$ cat config.mk
export PLATFORM = sky130hd
export DESIGN_NAME = pau_ctrl
export DESIGN_NICKNAME = d
export VERILOG_FILES = /design/src/rtl/pau_pkg.sv /design/src/rtl/pau_ctrl.sv
export SDC_FILE = /design/constraint.sdc
export NUM_CORES = 1
export LEC_CHECK = 0
export ABC_AREA = 1
export BUFFER_PORTS_ARGS = -buffer_cell sky130_fd_sc_hd__buf_2
export CAP_MARGIN = 15
export CELL_PAD_IN_SITES_DETAIL_PLACEMENT = 0
export CELL_PAD_IN_SITES_GLOBAL_PLACEMENT = 2
export CORE_UTILIZATION = 25
export DETAILED_ROUTE_END_ITERATION = 7
export PLACE_DENSITY_LB_ADDON = 0.1
export SLEW_MARGIN = 20
export SYNTH_ARGS = -nofsm -noshare
export SYNTH_HDL_FRONTEND = slang
export SYNTH_SLANG_ARGS = --single-unit
$ cat constraint.sdc
create_clock -name clk -period 2 [get_ports clk]
set_input_delay 0.1 -clock clk [delete_from_list [all_inputs] [get_ports clk]]
set_output_delay 0.1 -clock clk [all_outputs]
set_load 0.02 [all_outputs]
$ cat src/rtl/pau_pkg.sv
package pau_pkg;

  localparam int MAX_DEGREE = 20;
  localparam int NCOEF      = MAX_DEGREE + 1;
  localparam int IDX_W      = $clog2(NCOEF);
  localparam int SUM_W      = IDX_W + 1;
  localparam int COEF_W     = 32;

  localparam logic [2:0] CMD_INIT = 3'd0;
  localparam logic [2:0] CMD_ADD  = 3'd1;
  localparam logic [2:0] CMD_MUL  = 3'd2;
  localparam logic [2:0] CMD_RDC  = 3'd3;
  localparam logic [2:0] CMD_DEG  = 3'd4;

  localparam logic [1:0] STS_OK  = 2'd0;
  localparam logic [1:0] STS_EXP = 2'd1;
  localparam logic [1:0] STS_OVF = 2'd2;

  typedef enum logic [2:0] {
    ST_IDLE,
    ST_SCAN,
    ST_CHECK,
    ST_MUL,
    ST_FIN
  } state_t;

  typedef enum logic [2:0] {
    DP_NONE,
    DP_EXEC,
    DP_START,
    DP_SCAN,
    DP_MUL_CLR,
    DP_MUL,
    DP_MUL_LAST,
    DP_FIN
  } dp_op_t;

  typedef struct packed {
    dp_op_t           op;
    logic [IDX_W-1:0] idx;
  } ctrl_t;

  typedef struct packed {
    logic is_deg;
    logic overflow;
  } dp_status_t;

endpackage

$ cat src/rtl/pau_ctrl.sv
module pau_ctrl (
  input  logic                clk,
  input  logic                rst,
  input  logic                in_valid,
  output logic                in_stall,
  input  logic [2:0]          command,
  output logic                out_valid,
  input  logic                out_stall,
  input  pau_pkg::dp_status_t sts,
  output pau_pkg::ctrl_t      ctl
);
  import pau_pkg::*;

  state_t           state, state_next;
  logic [IDX_W-1:0] cnt, cnt_next;
  logic             out_valid_next;
  logic             accept, long_cmd, slot_free, cnt_last, load_out;

  assign slot_free = !out_valid || !out_stall;
  assign in_stall  = (state != ST_IDLE) || !slot_free;
  assign accept    = in_valid && !in_stall;
  assign long_cmd  = (command == CMD_MUL) || (command == CMD_DEG);
  assign cnt_last  = (cnt == IDX_W'(NCOEF - 1));

  always_comb begin
    state_next = state;
    unique case (state)
      ST_IDLE:  if (accept && long_cmd) state_next = ST_SCAN;
      ST_SCAN:  if (cnt_last) state_next = ST_CHECK;
      ST_CHECK: state_next = (sts.is_deg || sts.overflow) ? ST_FIN : ST_MUL;
      ST_MUL:   if (cnt_last) state_next = ST_FIN;
      ST_FIN:   if (slot_free) state_next = ST_IDLE;
      default:  state_next = ST_IDLE;
    endcase
  end

  always_comb begin
    ctl.op   = DP_NONE;
    ctl.idx  = cnt;
    load_out = 1'b0;
    unique case (state)
      ST_IDLE: begin
        if (accept) begin
          ctl.op   = long_cmd ? DP_START : DP_EXEC;
          load_out = !long_cmd;
        end
      end
      ST_SCAN:  ctl.op = DP_SCAN;
      ST_CHECK: ctl.op = DP_MUL_CLR;
      ST_MUL:   ctl.op = cnt_last ? DP_MUL_LAST : DP_MUL;
      ST_FIN: begin
        if (slot_free) begin
          ctl.op   = DP_FIN;
          load_out = 1'b1;
        end
      end
      default: ctl.op = DP_NONE;
    endcase
  end

  always_comb begin
    if ((state == ST_SCAN) || (state == ST_MUL)) begin
      cnt_next = cnt_last ? '0 : cnt + IDX_W'(1);
    end else begin
      cnt_next = '0;
    end
    if (load_out) begin
      out_valid_next = 1'b1;
    end else begin
      out_valid_next = out_valid && out_stall;
    end
  end

  always_ff @(posedge clk) begin
    if (rst) begin
      state     <= ST_IDLE;
      cnt       <= '0;
      out_valid <= 1'b0;
    end else begin
      state     <= state_next;
      cnt       <= cnt_next;
      out_valid <= out_valid_next;
    end
  end

endmodule

==> results_dict.tcl <==
set metrics [dict create \
    r2r_slack_ns 0.64 \
    insertion_delay_ns 0.26 \
    synth_common_cells "16 x nor2_1, 14 x inv_1, 14 x nand2_1" \
    fin_cells 127 \
    regToRegEndpoint "state[2]" \
    ant_nets 0 \
    synth-edff-count 0 \
    pin_count 19 \
    reg2reg_from "cnt[0]" \
    fin_crit_ns 1.55 \
    drtPass1Iterations 3 \
    globalRouteMet3Util 0.0679 \
    crit_arrival_ns 1.45 \
    fin_crit_sh 0.775 \
    yosys.area_share.simple 0.375 \
    initial_utilization 0.265 \
    htreeDepth 1 \
    yosys_warnings 0 \
    finalHoldViolations 0 \
    critical_path_class "reg -> out" \
    power_frac_clock 0.175 \
    vias_per_cell 4.13 \
    muxShareOfSynthArea 0 \
    cts.sinks 9 \
    syn_area_um2 520 \
    cts_max_path_buffers 2 \
    wl_um 1130 \
    initialDrtViolationCount 7 \
    cts_resized 0 \
    crit_start "cnt[0]" \
    cp_data_required_time_ns 1.90 \
    nFillCells 252 \
    place_inst 123 \
    share_comb_of_total_power 0.516 \
    clkTransAtPathRegs_ns 0.06 \
    cts_tree "built" \
    use_met1 0.153 \
    finalMaxSlewViolations 0 \
    switching_power_uw 354 \
    rows 16 \
    synth_seq_cells 9 \
    dp_slack_ns 0.652 \
    core-area_um2 1960 \
    path_cells "inv_1 -> ha_1 -> nand2_1 -> inv_1 -> nand2_1 -> o311ai_0 -> buf_2" \
    grt_max_degree 6 \
    cp_max_fo 5 \
    area_growth_pct 28.8 \
    grt_setup_unrepaired "no" \
    drive_gt1_frac 0.270 \
    power_uw 779 \
    yosysSeqAreaShare 0.346 \
    min_path_type "in -> reg" \
    top_usage_layer "met2" \
    cap_violations 0 \
    avgSynthCellArea_um2 6.67 \
    slowest_stage "dfxtp_1" \
    synthesis.nets 89 \
    die_w_um 47.6 \
    synth_ff_type "dfxtp_1" \
    sw_frac_of_total 0.454 \
    yosys.area.top_type "dfxtp_1" \
    wire_per_inst_um 8.91 \
    slew-limit-headroom 0.822 \
    grt_antenna_before_repair 0 \
    nNetsFinal 112 \
    grt_pass1_vias 417 \
    power.share.sequential 0.308 \
    p_int_uw 425 \
    cts_buffers 3 \
    yosysMostFrequentCell "nor2_1" \
    root_buffer "clkbuf_4" \
    met2_usage 0.173 \
    tns_ns 0 \
    tightestPinTransition_ns 0.264 \
    port_buffers 18 \
    fp.dieH_um 47.6 \
    vdd_ir_drop_max_mv 0.389 \
    power.density_nw_per_um2 1160 \
    cpPeakStageDelay_ns 0.34 \
    drc 0 \
    yosys.area_share.adder 0.0481 \
    grt_pass1_wl_um 1790 \
    synth_cell_types 17 \
    synth_top_family_by_area "simple AND/OR/NAND/NOR gates" \
    clock-skew-final_ns 0.00434 \
    globalplace.congestion 0.667 \
    final_util 0.342 \
    n_antenna_cell 0 \
    hold_buffers 0 \
    grt.total_usage 0.117 \
    cp-start-kind "flip-flop" \
    leakage_nw 0.355 \
    cts_setup_buffers 0 \
    synth-xor-area-share 0.0505 \
    synth_compound_area_frac 0.0793 \
    synthArstFlopShare 0 \
    status "finished clean" \
    overflow 0 \
    postSynthCellCount 78 \
    dieArea_um2 2270 \
    via_count 524 \
    max_freq_mhz 645 \
    setup_violations 0 \
    dp_hpwl_um 925 \
    worst_slack_ns 0.450 \
    worst_r2r_path_depth 11 \
    cp-end-kind "primary output" \
    synth_top_area_frac 0.346 \
    synth_area_leaders "dfxtp_1 35%, nor2_1 12%, inv_1 10%" \
    endpoint "ctl[6]" \
]
[through the flow]
stage | instance area (um2) | hold slack, ns
floorplan | 520 | 0.169
global placement | 644 | 0.281
detailed placement | 644 | 0.285
CTS | 671 | 0.00996
global route | 671 | 0.00927
finish | 671 | 0.0193
[routing by layer]
layer / vias to the layer above / wire (um)
met1: 222 / 581
met5: - / 0
met2: 12 / 466
li1: 288 / -
met3: 2 / 77
met4: 0 / 7
[critical path: cells and delay by family, from the launching register on]
| family | cells | cell delay, ns |
|---|---|---|
| flops | 1 | 0.34 |
| buf+inv | 3 | 0.34 |
| compound gates | 1 | 0.26 |
| fa+ha+maj | 1 | 0.14 |
| simple gates | 2 | 0.12 |
[layout make-up]
cell class	instances	area [um2]	share of cell area
well taps	27	33.8	0.0504
inverters	14	52.6	0.0784
repair buffers	18	90.1	0.134
clock buffers	4	26.3	0.0392
flip-flops and latches	9	180	0.269
multi-input cells	55	288	0.429
[power by group through the flow]
stage                     clock network, mW  registers (mW)  logic [mW]
after floorplan                           0           0.255       0.281
after global placement                    0           0.245       0.409
after detailed placement                  0           0.244       0.406
after CTS                             0.142           0.240       0.407
after global routing                  0.154           0.245       0.452
final                                 0.137           0.240       0.402
[flip-flops by register name, summed over array words and instances (netlist names)]
| register | cells |
|---|---|
| cnt | 5 |
| out_valid | 1 |
| state | 3 |
[worst min-delay path by stage]
stage,cells past startpoint,startpoint,to,slack (ns)
after floorplan,1,rst,out_valid,0.17
after global placement,2,rst,out_valid,0.28
after detailed placement,2,rst,out_valid,0.28
after CTS,2,rst,out_valid,0.01
after global routing,2,rst,out_valid,0.009
final,2,rst,out_valid,0.02
[cells in the final DEF, fill, tap and decap left out]
| cell | instances |
|---|---|
| nor2_1 | 16 |
| inv_1 | 14 |
| clkbuf_1 | 1 |
| a21oi_1 | 1 |
| buf_2 | 18 |
| o22ai_1 | 1 |
| o21ai_0 | 3 |
| nand3b_1 | 1 |
| a31oi_1 | 1 |
| nand3_2 | 2 |
| nand3_1 | 6 |
| nor2_2 | 2 |
| xor2_1 | 2 |
| dfxtp_1 | 9 |
| clkbuf_4 | 3 |
| o311ai_0 | 1 |
| ha_1 | 2 |
| nand2_1 | 14 |
| nand2_2 | 2 |
| xnor2_1 | 1 |
[kinds of logic after synthesis]
group | after synthesis
AO/OA/AOI/OAI | 7
XOR/XNOR | 3
adder cells (fa/ha/maj) | 2
buffers and inverters | 14
flip-flops | 9
AND/OR/NAND/NOR | 43
Power figures use the tool's default switching activity.
